$ cat src/rtl/core/vertex_index_dedup_assert.svh
// Assertion macros for the vertex index deduplicator.
// Each macro checks one property on the rising edge of i_clk and is
// switched off while i_rst_n is low.
`ifndef VERTEX_INDEX_DEDUP_ASSERT_SVH
`define VERTEX_INDEX_DEDUP_ASSERT_SVH

`ifndef SYNTHESIS

// Same-cycle implication.
`define VID_ASSERT_NOW(label, ante, cons, msg) \
    label: assert property (@(posedge i_clk) disable iff (!i_rst_n) \
        (ante) |-> (cons)) else $error(msg);

// Next-cycle implication.
`define VID_ASSERT_NEXT(label, ante, cons, msg) \
    label: assert property (@(posedge i_clk) disable iff (!i_rst_n) \
        (ante) |=> (cons)) else $error(msg);

`else

`define VID_ASSERT_NOW(label, ante, cons, msg)
`define VID_ASSERT_NEXT(label, ante, cons, msg)

`endif

`endif

$ cat src/rtl/core/vid_pkg.sv
`timescale 1ns / 1ps
`default_nettype none

package vid_pkg;

    // Table geometry.
    localparam int MAX_VERTICES = 1024;
    localparam int SLOT_W       = (MAX_VERTICES > 1) ? $clog2(MAX_VERTICES) : 1;
    localparam int INDEX_BITS   = 20;
    localparam int KEY_W        = 3 * INDEX_BITS;

    // Fixed field widths of the transactions.
    localparam int FIELD_W = 20;
    localparam int VIDX_W  = 10;

    typedef struct packed {
        logic               start_mesh;
        logic [FIELD_W-1:0] position_index;
        logic [FIELD_W-1:0] texcoord_index;
        logic [FIELD_W-1:0] normal_index;
    } t_in_item;

    typedef struct packed {
        logic [VIDX_W-1:0] vertex_index;
        logic              is_new;
        logic              overflow;
    } t_out_item;

    // Token that walks the cell chain, one cell per cycle while the chain advances.
    typedef struct packed {
        logic              valid;
        logic              clr;
        logic              done;
        logic              is_new;
        logic [SLOT_W-1:0] slot;
        logic [KEY_W-1:0]  key;
    } t_token;

endpackage

`default_nettype wire

$ cat src/rtl/core/vid_cell.sv
`timescale 1ns / 1ps
`default_nettype none

module vid_cell (
    input  wire                  i_clk,
    input  wire                  i_rst_n,
    input  wire                  i_adv,
    input  wire [vid_pkg::SLOT_W-1:0] i_slot,
    input  wire vid_pkg::t_token i_tok,
    output vid_pkg::t_token      o_tok,
    output logic                 o_occ
);
    import vid_pkg::*;

    logic [KEY_W-1:0] r_key;
    logic             r_occ;
    logic             n_occ;
    t_token           r_tok;
    t_token           n_tok;
    logic             occ_eff;
    logic             hit;
    logic             take;

    // A mesh start empties this slot before the compare.
    always_comb begin
        occ_eff = r_occ && !i_tok.clr;
        hit     = i_tok.valid && !i_tok.done && occ_eff && (r_key == i_tok.key);
        take    = i_tok.valid && !i_tok.done && !occ_eff;

        n_tok = i_tok;
        if (hit || take) begin
            n_tok.done = 1'b1;
            n_tok.slot = i_slot;
        end
        if (take) begin
            n_tok.is_new = 1'b1;
        end

        n_occ = r_occ;
        if (i_tok.valid) begin
            n_occ = occ_eff || take;
        end
    end

    always_ff @(posedge i_clk) begin
        if (!i_rst_n) begin
            r_occ <= 1'b0;
            r_tok <= '0;
        end else if (i_adv) begin
            r_occ <= n_occ;
            r_tok <= n_tok;
        end
    end

    always_ff @(posedge i_clk) begin
        if (i_adv && take) begin
            r_key <= i_tok.key;
        end
    end

    assign o_tok = r_tok;
    assign o_occ = r_occ;

endmodule

`default_nettype wire

$ cat config.mk
export PLATFORM = sky130hd
export DESIGN_NAME = vid_cell
export DESIGN_NICKNAME = d
export VERILOG_FILES = /design/src/rtl/core/vertex_index_dedup_assert.svh /design/src/rtl/core/vid_pkg.sv /design/src/rtl/core/vid_cell.sv
export SDC_FILE = /design/constraint.sdc
export NUM_CORES = 1
export LEC_CHECK = 0
export ABC_AREA = 1
export ABC_CLOCK_PERIOD_IN_PS = 4500
export BUFFER_PORTS_ARGS = -buffer_cell sky130_fd_sc_hd__buf_2
export CAP_MARGIN = 30
export CELL_PAD_IN_SITES_DETAIL_PLACEMENT = 0
export CELL_PAD_IN_SITES_GLOBAL_PLACEMENT = 1
export CORE_ASPECT_RATIO = 2
export CORE_MARGIN = 3
export CORE_UTILIZATION = 37
export DETAILED_ROUTE_END_ITERATION = 10
export PLACE_DENSITY_LB_ADDON = 0.1
export SLEW_MARGIN = 0
export SYNTH_ARGS = -nofsm -noshare
export SYNTH_HDL_FRONTEND = slang
export SYNTH_SLANG_ARGS = --single-unit
$ cat constraint.sdc
create_clock -name i_clk -period 4.5 [get_ports i_clk]
set_input_delay 0 -clock i_clk [delete_from_list [all_inputs] [get_ports i_clk]]
set_output_delay 0 -clock i_clk [all_outputs]
set_load 0.03 [all_outputs]
==> results_dict.tcl <==
set metrics [dict create \
    status "complete, no violations" \
    insertion_delay_ps 410 \
    gr-total-overflow 0 \
    start_util_pct 38.1 \
    finalCritPeriodShare_pct 61.1 \
    num-fill-cells 1457 \
    yosysTopAreaCell "edfxtp_1" \
    num_rows 63 \
    die_height_um 182 \
    ctsHtreeMaxLevel 4 \
    wirelength_mm 15.9 \
    grt_use_total_pct 19.2 \
    cts_hold_buf 81 \
    nNetsFinal 1035 \
    cts_num_sinks 135 \
    synth_seq_area_share_pct 57.8 \
    fin_tns_setup_ps 0 \
    cts-root-buf "clkbuf_16" \
    syn-num-nets 798 \
    dieArea_um2 17100 \
    antennaDiodeCount 0 \
    num_vias 5114 \
    cts_tree "built" \
    post_cts_buffers 0 \
    syn-mean-instance-area_um2 8.04 \
    timing.final.crit_period_ps 2750 \
    end_kind "flip-flop" \
    die_w_um 93.9 \
    critPathLaunchType "flip-flop" \
    setup_viol 0 \
    drive_gt1_share_pct 20.5 \
    antenna_left 0 \
    cap_violations 0 \
    ys_types 19 \
    clock_skew_ps 12.0 \
    drtIter0Drc 172 \
    grt_pass1_vias 5331 \
    required_ps 4770 \
    yosys_warnings 0 \
    drcViolationCount 0 \
    synth_top_area_share_pct 31.5 \
    dpl.hpwl_mm 11.3 \
    vias_per_cell 4.42 \
    slew_violations 0 \
    rsz0062_at_grt "no" \
    ys_ff_latch 135 \
    final_util_pct 54.1 \
    syn_area_um2 5710 \
    cp.arrival_ps 3020 \
    p_per_area_nw_per_um2 393 \
    area_growth_pct 41.7 \
    cts_resized 0 \
    power.leakage_uw 0.00406 \
    finalHoldViolations 0 \
    synthTopCellsByArea "edfxtp_1 32%, dfxtp_1 26%, nand2_1 13%, inv_1 8.5%, o21ai_0 6.4%" \
    ir_drop_mv 0.238 \
    netlist_instances 711 \
    clock_path_buffers 2 \
    dr.pass1.iters 4 \
    final_common_cell "nand2_1" \
    final_cell_mix "197 x nand2_1, 160 x buf_2, 130 x inv_1" \
    path_class "reg -> reg" \
    grt_pass1_wl_mm 25.6 \
    gp_congestion 0.760 \
    fmaxAchievable_mhz 364 \
    wl_per_cell_um 13.7 \
    tightest_slew_ps 770 \
    clkTransAtPathRegs_ps 60 \
    grt_max_degree 82 \
    antenna_found_initial 0 \
    hold_path_class "in -> reg" \
    crit_fanout 11 \
    cts_buffers 17 \
    io_pins 162 \
    numPortBuffers 161 \
    core-area_um2 15000 \
    slew-limit-headroom_pct 48.7 \
]
power by group:
| part | switching (uW) | internal [uW] | total [uW] |
|---|---|---|---|
| registers | 29.0 | 1350 | 1370 |
| clock network | 532 | 857 | 1390 |
| logic | 262 | 159 | 421 |
| total | 823 | 2360 | 3190 |
routing by layer:
metal	part of all wire (%)	vias up	track usage (%)	wire, um
li1	-	2700	-	-
met1	39	2282	20.0	6260
met2	55	120	37.1	8740
met3	4.4	12	4.06	693
met4	1.1	0	6.02	167
met5	0	-	0	0
metrics by stage:
step	power, uW	hold WS [ps]	instances	worst slack [ps]	area, um^2
floorplan	1620	98.9	711	743	5710
global placement	1760	197	1042	1980	6670
detailed placement	1770	200	1043	1890	6690
CTS	3220	4.42	1156	1690	8100
global route	3320	35.0	1156	1440	8100
finish	3190	20.1	1156	1750	8100
registers in the layout, indices dropped and copies added (netlist names):
name	flops
o_occ	1
o_tok	74
r_key	60
cell usage after synthesis:
master      n
nand3_1    22
nand2_1   197
edfxtp_1   60
xor2_1      1
buf_6       1
or2_2       1
nor2_2      1
dfxtp_1    75
a21oi_1    67
xnor2_1     1
buf_2       2
o21ai_0    73
inv_1     130
clkbuf_1   19
o31ai_1     1
buf_4       3
buf_1       2
nor2_1     54
a21oi_2     1
final cells by class:
class	instances	area, um^2	area share, %
sequential	135	3300	40.8
multi-input combinational	419	1810	22.3
timing repair buffer	245	1650	20.4
clock buffer	25	551	6.80
inverter	130	488	6.03
tap	195	244	3.01
clock inverter	7	50.0	0.618
path summary, 6_finish.rpt:
path	from	end	slack, ps	cells after the start
min reg2reg	o_tok[73]	o_tok[73]	470	2
max	r_key[40]	o_tok[60]	1750	13
max reg2reg	r_key[40]	o_tok[60]	1750	13
min	i_tok[63]	o_tok[63]	20	5
worst max-delay path, stage by stage, from the launching register on:
cell	delay (ps)
edfxtp_1	390
nand2_1	80
nand2_1	40
nor2_1	240
nand2_1	90
nor2_1	110
nand2_1	80
nor2_1	90
nand2_1	250
nand2_1	400
nand2_1	100
nand3_1	90
dlygate4sd3_1	570
a21oi_1	60
cells by family after synthesis:
kind of cell              Yosys count  synth area share, %
AOI/OAI and AO/OA                 142                 12.5
xor gates and xnor gates            2                0.307
buffers and inverters             157                 10.7
DFF                               135                 57.8
and+or+nand+nor                   275                 18.6
No activity file was read; power rests on OpenSTA's default activity.
