<file path="src/rtl/core/vertex_index_dedup_assert.svh">
// Assertion macros for the vertex index deduplicator.
// Each macro checks one property on the rising edge of i_clk and is
// switched off while i_rst_n is low.
`ifndef VERTEX_INDEX_DEDUP_ASSERT_SVH
`define VERTEX_INDEX_DEDUP_ASSERT_SVH

`ifndef SYNTHESIS

// Same-cycle implication.
`define VID_ASSERT_NOW(label, ante, cons, msg) \
    label: assert property (@(posedge i_clk) disable iff (!i_rst_n) \
        (ante) |-> (cons)) else $error(msg);

// Next-cycle implication.
`define VID_ASSERT_NEXT(label, ante, cons, msg) \
    label: assert property (@(posedge i_clk) disable iff (!i_rst_n) \
        (ante) |=> (cons)) else $error(msg);

`else

`define VID_ASSERT_NOW(label, ante, cons, msg)
`define VID_ASSERT_NEXT(label, ante, cons, msg)

`endif

`endif

</file>
<file path="src/rtl/core/vid_pkg.sv">
`timescale 1ns / 1ps
`default_nettype none

package vid_pkg;

    // Table geometry.
    localparam int MAX_VERTICES = 1024;
    localparam int SLOT_W       = (MAX_VERTICES > 1) ? $clog2(MAX_VERTICES) : 1;
    localparam int INDEX_BITS   = 20;
    localparam int KEY_W        = 3 * INDEX_BITS;

    // Fixed field widths of the transactions.
    localparam int FIELD_W = 20;
    localparam int VIDX_W  = 10;

    typedef struct packed {
        logic               start_mesh;
        logic [FIELD_W-1:0] position_index;
        logic [FIELD_W-1:0] texcoord_index;
        logic [FIELD_W-1:0] normal_index;
    } t_in_item;

    typedef struct packed {
        logic [VIDX_W-1:0] vertex_index;
        logic              is_new;
        logic              overflow;
    } t_out_item;

    // Token that walks the cell chain, one cell per cycle while the chain advances.
    typedef struct packed {
        logic              valid;
        logic              clr;
        logic              done;
        logic              is_new;
        logic [SLOT_W-1:0] slot;
        logic [KEY_W-1:0]  key;
    } t_token;

endpackage

`default_nettype wire

</file>
<file path="src/rtl/core/vid_out_reg.sv">
`timescale 1ns / 1ps
`default_nettype none

module vid_out_reg (
    input  wire                 i_clk,
    input  wire                 i_rst_n,
    input  wire vid_pkg::t_token i_tok,
    input  wire                 i_out_stall,
    output logic                o_adv,
    output logic                o_out_valid,
    output vid_pkg::t_out_item  o_out_data
);
    import vid_pkg::*;

    logic      r_valid;
    t_out_item r_data;
    t_out_item n_data;

    // Advance whenever the result register is empty or being drained.
    assign o_adv = !r_valid || !i_out_stall;

    // A token that left the chain unresolved found the table full.
    always_comb begin
        n_data.vertex_index = i_tok.done ? VIDX_W'(i_tok.slot) : '0;
        n_data.is_new       = i_tok.done && i_tok.is_new;
        n_data.overflow     = !i_tok.done;
    end

    always_ff @(posedge i_clk) begin
        if (!i_rst_n) begin
            r_valid <= 1'b0;
        end else if (o_adv) begin
            r_valid <= i_tok.valid;
        end
    end

    always_ff @(posedge i_clk) begin
        if (o_adv && i_tok.valid) begin
            r_data <= n_data;
        end
    end

    assign o_out_valid = r_valid;
    assign o_out_data  = r_data;

endmodule

`default_nettype wire

</file>
<file path="config.mk">
export PLATFORM = sky130hd
export DESIGN_NAME = vid_out_reg
export DESIGN_NICKNAME = d
export VERILOG_FILES = /design/src/rtl/core/vertex_index_dedup_assert.svh /design/src/rtl/core/vid_pkg.sv /design/src/rtl/core/vid_out_reg.sv
export SDC_FILE = /design/constraint.sdc
export NUM_CORES = 1
export LEC_CHECK = 0
export CORE_AREA = 5 5 42 44
export DETAILED_ROUTE_END_ITERATION = 16
export DIE_AREA = 0 0 47 49
export DONT_BUFFER_PORTS = 1
export SYNTH_ARGS = -nofsm -noshare
export SYNTH_HDL_FRONTEND = slang
export SYNTH_SLANG_ARGS = --single-unit
</file>
<file path="constraint.sdc">
create_clock -name i_clk -period 1.6 [get_ports i_clk]
set_input_delay 0.32 -clock i_clk [delete_from_list [all_inputs] [get_ports i_clk]]
set_output_delay 0.32 -clock i_clk [all_outputs]
set_load 0.005 [all_outputs]
</file>
==> impl_metrics.env, run 1 <==
export IMPL_clkSinkCount=13
export IMPL_synth_main_ff_cell="edfxtp_1"
export IMPL_pre_cts_slack_ns=0.5631
export IMPL_setup_viol=0
export IMPL_route_detailed_drc=0
export IMPL_total_power_mw=0.6272
export IMPL_wl_per_cell_um=15.90
export IMPL_crit_start="o_out_valid$_SDFFE_PN0P_"
export IMPL_worstReg2RegStart="o_out_valid$_SDFFE_PN0P_"
export IMPL_h_tree_depth=1
export IMPL_drtPass1Iterations=3
export IMPL_die_h_um=49
export IMPL_period_share=0.6617
export IMPL_insertion_delay_ns=0.26
export IMPL_cts_hold_buf=0
export IMPL_slew_limit_headroom=0.9101
export IMPL_io_buffers=0
export IMPL_synth_area_leaders="edfxtp_1, and2_2, and2_1"
export IMPL_syn_inst=30
export IMPL_status="completed"
export IMPL_synth_common_cells="edfxtp_1, and2_2, and2_1"
export IMPL_dieArea_um2=2303
export IMPL_grt_antenna_before_repair=0
export IMPL_die_w_um=47
export IMPL_cts_clk_slew_worst_paths_ns=0.07
export IMPL_synth_cell_area_um2=495.5
export IMPL_holdCritPathClass="input pin to flop"
export IMPL_required_ns=1.28
export IMPL_yosysMostFrequentCell="edfxtp_1"
export IMPL_cts_resized=0
export IMPL_period_needed_ns=1.059
export IMPL_worstPathCellList="nand2_1"
export IMPL_synth_seq_cells=13
export IMPL_cp_arrival_ns=0.74
export IMPL_synth_async_sr_flop_share=0
export IMPL_tightest_slew_ns=0.1347
export IMPL_routabilityCongestion=0.6267
export IMPL_gr_total_overflow=0
export IMPL_cts_buffers=3
export IMPL_fmax_mhz=944.5
export IMPL_rows=14
export IMPL_yosysUniqueCellTypes=9
export IMPL_post_cts_buffers=0
export IMPL_drv_cap=0
export IMPL_drtIter0Drc=6
export IMPL_grt_pass1_wl_mm=1.117
export IMPL_start_util=0.3536
export IMPL_finalHoldViolCount=0
export IMPL_grt_max_degree=13
export IMPL_clock_path_buffers=2
export IMPL_cts_tree="built"
export IMPL_crit_type="flop to output pin"
export IMPL_final_setup_tns_ns=0
export IMPL_routed_wl_um=811
export IMPL_n_antenna_cell=0
export IMPL_rsz0062_at_grt="false"
export IMPL_drive_gt1_frac=0.3714
export IMPL_yosysSeqAreaShare=0.7677
export IMPL_p_leak_nw=0.2004
export IMPL_cp_slowest_cell="dfxtp_1"
export IMPL_grtUsageTotal=0.07665
export IMPL_vias=238
export IMPL_synth_top_area_frac=0.7273
export IMPL_start_kind="flop"
export IMPL_grt_pass1_vias=239
export IMPL_pin_count=91
export IMPL_fin_skew_ns=0.002930
export IMPL_synth_area_leader_cell="edfxtp_1"
export IMPL_irDropWorstVdd_mv=0.5284
export IMPL_core_area_um2=1401
export IMPL_synth_edf_count=12
export IMPL_post_synth_cell_area_avg_um2=16.52
export IMPL_path_buf_inv=0
export IMPL_worstPathMaxFanout=3
export IMPL_nNetsFinal=113
export IMPL_worstHoldStart="i_rst_n"
export IMPL_slew_violations=0
export IMPL_critical_path_max_stage_delay_ns=0.38
export IMPL_postRouteAntennaNets=0
export IMPL_yosys_warnings=0
export IMPL_p_per_area_nw_per_um2=1150
export IMPL_fin_ws_ns=0.5413
export IMPL_cp_end_kind="output pin"
export IMPL_crit_family="flip-flops"
export IMPL_syn2layout_area_growth_pct=10.10
export IMPL_vias_per_cell=4.667
export IMPL_syn_num_nets=107
export IMPL_root_buffer="clkbuf_4"
export IMPL_dpl_hpwl_um=645.8
[worst paths after layout]
check        slack [ns]  depth (start not counted)                            to
max                0.54                          1                         o_adv
min                0.18                          1      o_out_valid$_SDFFE_PN0P_
max reg2reg        0.55                          3  o_out_data[11]$_SDFFCE_PN0P_
min reg2reg        0.56                          2      o_out_valid$_SDFFE_PN0P_
[kinds of logic after synthesis]
| family | after synthesis | synth area share |
|---|---|---|
| flops | 13 | 0.7677 |
| buf+inv | 2 | 0.03029 |
| compound gates | 1 | 0.01009 |
| simple gates | 14 | 0.1919 |
[report_power, final]
group / total (mW) / leakage (nW) / internal [mW] / switching (mW)
Sequential: 0.408 / 0.128 / 0.397 / 0.0116
Clock: 0.190 / 0.0150 / 0.0964 / 0.0937
Combinational: 0.0287 / 0.0577 / 0.0157 / 0.0129
Total: 0.627 / 0.200 / 0.509 / 0.118
[metal layers]
layer	vias up	routed length (um)	track usage
met1	98	292	0.07425
met4	0	0	0.04147
met3	0	216	0.09594
li1	114	-	-
met2	26	302	0.09050
met5	-	0	0
[registers in the layout, summed over array words and instances, names as in the netlist]
| signal | flops |
|---|---|
| o_out_valid | 1 |
| o_out_data | 12 |
[metrics by stage]
step                  util  instance area, um2  std cells  hold slack, ns
global route        0.3893               545.5         51          0.1665
finish              0.3893               545.5         51          0.1815
floorplan                -               495.5         30          0.4482
global placement    0.3705               519.2         47          0.4536
detailed placement  0.3705               519.2         47          0.4555
CTS                 0.3893               545.5         51          0.1699
[final cells by class]
| type | count | area [um2] |
|---|---|---|
| Clock buffer | 4 | 26.28 |
| Fill cell | 138 | 855.8 |
| Multi-Input combinational cell | 15 | 100.1 |
| Sequential cell | 13 | 380.4 |
| Tap cell | 16 | 20.02 |
| Timing Repair Buffer | 2 | 15.01 |
| Inverter | 1 | 3.754 |
[placed cells by master, fill, tap and decap left out]
cell type and count:
buf_4 2, a21oi_1 1, nor2b_1 1, clkbuf_1 1, edfxtp_1 12, and2_2 8
clkbuf_4 3, dfxtp_1 1, and2_1 4, nand2_1 1, inv_1 1
Power figures use the tool's default switching activity.
==> inputs of run 2 (changes only) <==
Clock period 1.6 ns to 1.1 ns, I/O delays scaled along.
==> run 2 against run 1 <==
Sequential power rose by 45%. Global-route usage shrank 0.061 points. Non-clock buffer count is the same. First-iteration DRC count down 50%. Core utilization grew 0.089 points. Sequential cell count unchanged. Final area up 0.23%. Highest routed layer unchanged. Largest power group unchanged. Register-to-register slack got worse by 0.46 ns. Critical endpoint unchanged.
==> impl_metrics.env, run 2 (synthesized netlist as in run 1, its figures left out) <==
export IMPL_status="completed"
export IMPL_clkSinkCount=13
export IMPL_post_cts_buffers=0
export IMPL_p_per_area_nw_per_um2=1661
export IMPL_final_setup_tns_ns=0
export IMPL_worstPathMaxFanout=2
export IMPL_pre_cts_slack_ns=0.09235
export IMPL_route_detailed_drc=0
export IMPL_critical_path_max_stage_delay_ns=0.33
export IMPL_core_area_um2=1401
export IMPL_vias=246
export IMPL_grt_pass1_wl_mm=1.186
export IMPL_grt_max_degree=13
export IMPL_cp_arrival_ns=0.79
export IMPL_grtUsageTotal=0.07604
export IMPL_clock_path_buffers=2
export IMPL_holdPathStages=1
export IMPL_cts_resized=0
export IMPL_grt_antenna_before_repair=0
export IMPL_grt_util_met2=0.09955
export IMPL_use_met1=0.07925
export IMPL_rows=14
export IMPL_rsz0062_at_grt="false"
export IMPL_setup_viol=0
export IMPL_vias_per_cell=4.824
export IMPL_holdCritPathClass="input pin to flop"
export IMPL_met3_usage=0.07011
export IMPL_hold_ws_ns=0.09082
export IMPL_die_h_um=49
export IMPL_tightest_slew_ns=0.2663
export IMPL_cts_buffers=3
export IMPL_insertion_delay_ns=0.26
export IMPL_period_needed_ns=1.009
export IMPL_routabilityCongestion=0.6325
export IMPL_drv_cap=0
export IMPL_grt_busiest_layer="met2"
export IMPL_dieArea_um2=2303
export IMPL_period_share=0.9174
export IMPL_gr_total_overflow=0
export IMPL_io_buffers=0
export IMPL_fmax_mhz=990.9
export IMPL_start_kind="flop"
export IMPL_n_antenna_cell=0
export IMPL_cp_num_cells=2
export IMPL_cts_tree="built"
export IMPL_clkPwrFrac=0.301
export IMPL_comb_power_share=0.046
export IMPL_p_int_mw=0.7395
export IMPL_p_sw_mw=0.1690
export IMPL_p_leak_nw=0.2007
export IMPL_syn2layout_area_growth_pct=10.35
export IMPL_path_buf_inv=1
export IMPL_cp_end_kind="output pin"
export IMPL_final_common_cell="edfxtp_1"
export IMPL_drtPass1Iterations=4
export IMPL_largest_reg_flops=12
export IMPL_die_w_um=47
export IMPL_slew_limit_headroom=0.8225
export IMPL_drive_gt1_frac=0.4000
export IMPL_grt_pass1_vias=263
export IMPL_r2r_cells=2
export IMPL_irDropWorstVdd_mv=0.5871
export IMPL_required_ns=0.88
export IMPL_cts_clk_slew_worst_paths_ns=0.07
export IMPL_swShare=0.1860
export IMPL_finalHoldViolCount=0
export IMPL_routed_wl_um=786
export IMPL_crit_family="flip-flops"
export IMPL_pin_count=91
export IMPL_fin_ws_ns=0.09082
export IMPL_postRouteAntennaNets=0
export IMPL_cp_slowest_cell="dfxtp_1"
export IMPL_wl_per_cell_um=15.41
export IMPL_seq_power_share=0.653
export IMPL_slew_violations=0
export IMPL_worstPathCellList="nand2_1 -> buf_4"
export IMPL_nNetsFinal=113
export IMPL_start_util=0.3536
export IMPL_mostFrequentLayoutCells="edfxtp_1, and2_2, and2_1, clkbuf_4, buf_4"
export IMPL_drtIter0Drc=3
export IMPL_fin_skew_ns=0.001759
export IMPL_cts_hold_buf=0
export IMPL_root_buffer="clkbuf_4"
export IMPL_crit_type="flop to output pin"
export IMPL_h_tree_depth=1
export IMPL_dpl_hpwl_um=642.5
[run 2: final cells by class]
cell class,instances,area (um2)
Fill cell,143,854.6
Inverter,1,3.754
Clock buffer,4,26.28
Timing Repair Buffer,2,15.01
Tap cell,16,20.02
Sequential cell,13,380.4
Multi-Input combinational cell,15,101.3
[run 2: power groups by stage]
| stage | clock network [mW] | registers [mW] | logic (mW) |
|---|---|---|---|
| after floorplan | 0 | 0.601 | 0.0359 |
| after global placement | 0 | 0.605 | 0.0412 |
| after detailed placement | 0 | 0.605 | 0.0430 |
| after CTS | 0.287 | 0.595 | 0.0426 |
| after global routing | 0.318 | 0.598 | 0.0475 |
| final | 0.274 | 0.593 | 0.0415 |
[run 2: per-stage QoR]
stage	utilization	power (mW)	area, um2	std cells
6_report	0.3902	0.9085	546.8	51
4_1_cts	0.3902	0.9245	546.8	51
3_5_place_dp	0.3714	0.6484	520.5	47
3_3_place_gp	0.3714	0.6463	520.5	47
5_1_grt	0.3902	0.9635	546.8	51
2_1_floorplan	-	0.6365	496.7	30
[run 2: worst paths after layout]
kind,start,endpoint,slack (ns)
max,o_out_valid$_SDFFE_PN0P_,o_adv,0.09
min,i_rst_n,o_out_valid$_SDFFE_PN0P_,0.09
max reg2reg,o_out_valid$_SDFFE_PN0P_,o_out_data[10]$_SDFFCE_PN0P_,0.09
min reg2reg,o_out_valid$_SDFFE_PN0P_,o_out_valid$_SDFFE_PN0P_,0.62
[run 2: layer usage]
metal / routed length (um) / vias to the layer above
met5: 0 / -
met4: 0 / 0
met3: 156 / 0
met2: 350 / 22
met1: 279 / 111
li1: - / 113
==> inputs of run 3 (changes only) <==
Settings changed: PLACE_DENSITY set to 0.49, SKIP_LAST_GASP set to 1.
==> run 3 against run 2 <==
Via count fell by 0.81%. Core utilization rose by 0.089 points. Register-to-register slack barely moved. Count of clock-buffer cells in the layout fell by 1.
==> impl_metrics.env, run 3 (synthesized netlist as in run 1, its figures left out) <==
export IMPL_status="completed"
export IMPL_die_w_um=47
export IMPL_n_fill_cell=147
export IMPL_rows=14
export IMPL_r2r_cells=2
export IMPL_grt_antenna_before_repair=0
export IMPL_syn2layout_area_growth_pct=10.61
export IMPL_clock_path_buffers=2
export IMPL_cts_buffers=3
export IMPL_finalHoldViolCount=0
export IMPL_slew_violations=0
export IMPL_postRouteAntennaNets=0
export IMPL_hold_ws_ns=0.08208
export IMPL_worstReg2RegEnd="o_out_data[2]$_SDFFCE_PN0P_"
export IMPL_h_tree_depth=1
export IMPL_final_setup_tns_ns=0
export IMPL_cts_clk_slew_worst_paths_ns=0.07
export IMPL_routed_wl_um=829
export IMPL_cp_end_kind="output pin"
export IMPL_route_detailed_drc=0
export IMPL_worstReg2RegStart="o_out_valid$_SDFFE_PN0P_"
export IMPL_cts_tree="built"
export IMPL_required_ns=0.88
export IMPL_holdCritPathClass="input pin to flop"
export IMPL_pin_count=91
export IMPL_core_area_um2=1401
export IMPL_root_buffer="clkbuf_4"
export IMPL_fin_util=0.3911
export IMPL_final_common_cell="edfxtp_1"
export IMPL_clkSinkCount=13
export IMPL_fin_ws_ns=0.09228
export IMPL_drtPass1Iterations=1
export IMPL_crit_type="flop to output pin"
export IMPL_cts_hold_buf=0
export IMPL_place_area_um2=520.5
export IMPL_period_needed_ns=1.008
export IMPL_gr_total_overflow=0
export IMPL_vias_per_cell=4.784
export IMPL_cp_arrival_ns=0.79
export IMPL_pre_cts_slack_ns=0.09364
export IMPL_start_kind="flop"
export IMPL_mostFrequentLayoutCells="edfxtp_1, and2_2, and2_1, clkbuf_4, buf_4"
export IMPL_fin_skew_ns=0.005756
export IMPL_worstPathMaxFanout=2
export IMPL_stdcell_area_um2=548.0
export IMPL_routabilityCongestion=0.6271
export IMPL_holdPathEnd="o_out_data[0]$_DFFE_PP_"
export IMPL_rsz0062_at_grt="false"
export IMPL_irDropWorstVdd_mv=0.7766
export IMPL_start_util=0.3536
export IMPL_grt_pass1_wl_mm=1.138
export IMPL_drtIter0Drc=0
export IMPL_drive_gt1_frac=0.4286
export IMPL_drv_cap=0
export IMPL_worstHoldStart="i_tok[71]"
export IMPL_insertion_delay_ns=0.27
export IMPL_post_cts_buffers=0
export IMPL_setup_viol=0
export IMPL_tightest_slew_ns=0.2717
export IMPL_wl_per_cell_um=16.25
export IMPL_largest_reg_flops=12
export IMPL_grt_max_degree=13
export IMPL_fmax_mhz=992.3
export IMPL_die_h_um=49
export IMPL_regToRegSetupSlack_ns=0.09
export IMPL_holdPathStages=1
export IMPL_grtUsageTotal=0.07455
export IMPL_nNetsFinal=113
export IMPL_cts_resized=0
export IMPL_io_buffers=0
export IMPL_p_per_area_nw_per_um2=1681
export IMPL_grt_pass1_vias=260
export IMPL_vias=244
export IMPL_period_share=0.9161
export IMPL_n_antenna_cell=0
export IMPL_dieArea_um2=2303
export IMPL_slew_limit_headroom=0.8189
export IMPL_p_leak_nw=0.2034
run 3: cell types whose count changed in the layout (fill, tap and decap cells not counted), sizes merged:
cell    change
clkinv      +1
clkbuf      -1
run 3: layer usage:
metal	track usage	vias to the layer above	part of all wire
li1	-	113	-
met1	0.06977	106	0.40
met2	0.08597	25	0.38
met3	0.08856	0	0.21
met4	0.05530	0	0
met5	0	-	0
run 3: worst max-delay path by stage:
stage	endpoint	from	cells after the start	slack, ns
6_report	o_adv	o_out_valid$_SDFFE_PN0P_	2	0.09
5_1_grt	o_adv	o_out_valid$_SDFFE_PN0P_	2	0.03
4_1_cts	o_adv	o_out_valid$_SDFFE_PN0P_	2	0.08
3_5_place_dp	o_out_data[5]$_SDFFCE_PN0P_	o_out_valid$_SDFFE_PN0P_	2	0.09
3_3_place_gp	o_out_data[9]$_SDFFCE_PN0P_	o_out_valid$_SDFFE_PN0P_	2	0.11
2_1_floorplan	o_out_data[0]$_DFFE_PP_	o_out_valid$_SDFFE_PN0P_	2	0.12
run 3: area by class of cell:
type,instances,area (um2),area share
Multi-Input combinational cell,15,101.3,0.1849
Tap cell,16,20.02,0.03653
Sequential cell,13,380.4,0.6941
Timing Repair Buffer,2,15.01,0.02740
Clock buffer,3,22.52,0.04110
Inverter,1,3.754,0.006849
Clock inverter,1,5.005,0.009132
run 3: power by group:
| part | internal, mW | switching [mW] |
|---|---|---|
| combinational | 0.0222 | 0.0189 |
| clock | 0.135 | 0.152 |
| sequential | 0.577 | 0.0159 |
run 3: critical path, cell delays in order, from the launching register on:
cell	delay, ns
dfxtp_1	0.33
nand2_1	0.06
buf_4	0.13
run 3: through the flow:
stage | total power, mW | instances
2_1_floorplan | 0.6365 | 30
3_3_place_gp | 0.6457 | 47
3_5_place_dp | 0.6474 | 47
4_1_cts | 0.9369 | 51
5_1_grt | 0.9743 | 51
6_report | 0.9213 | 51
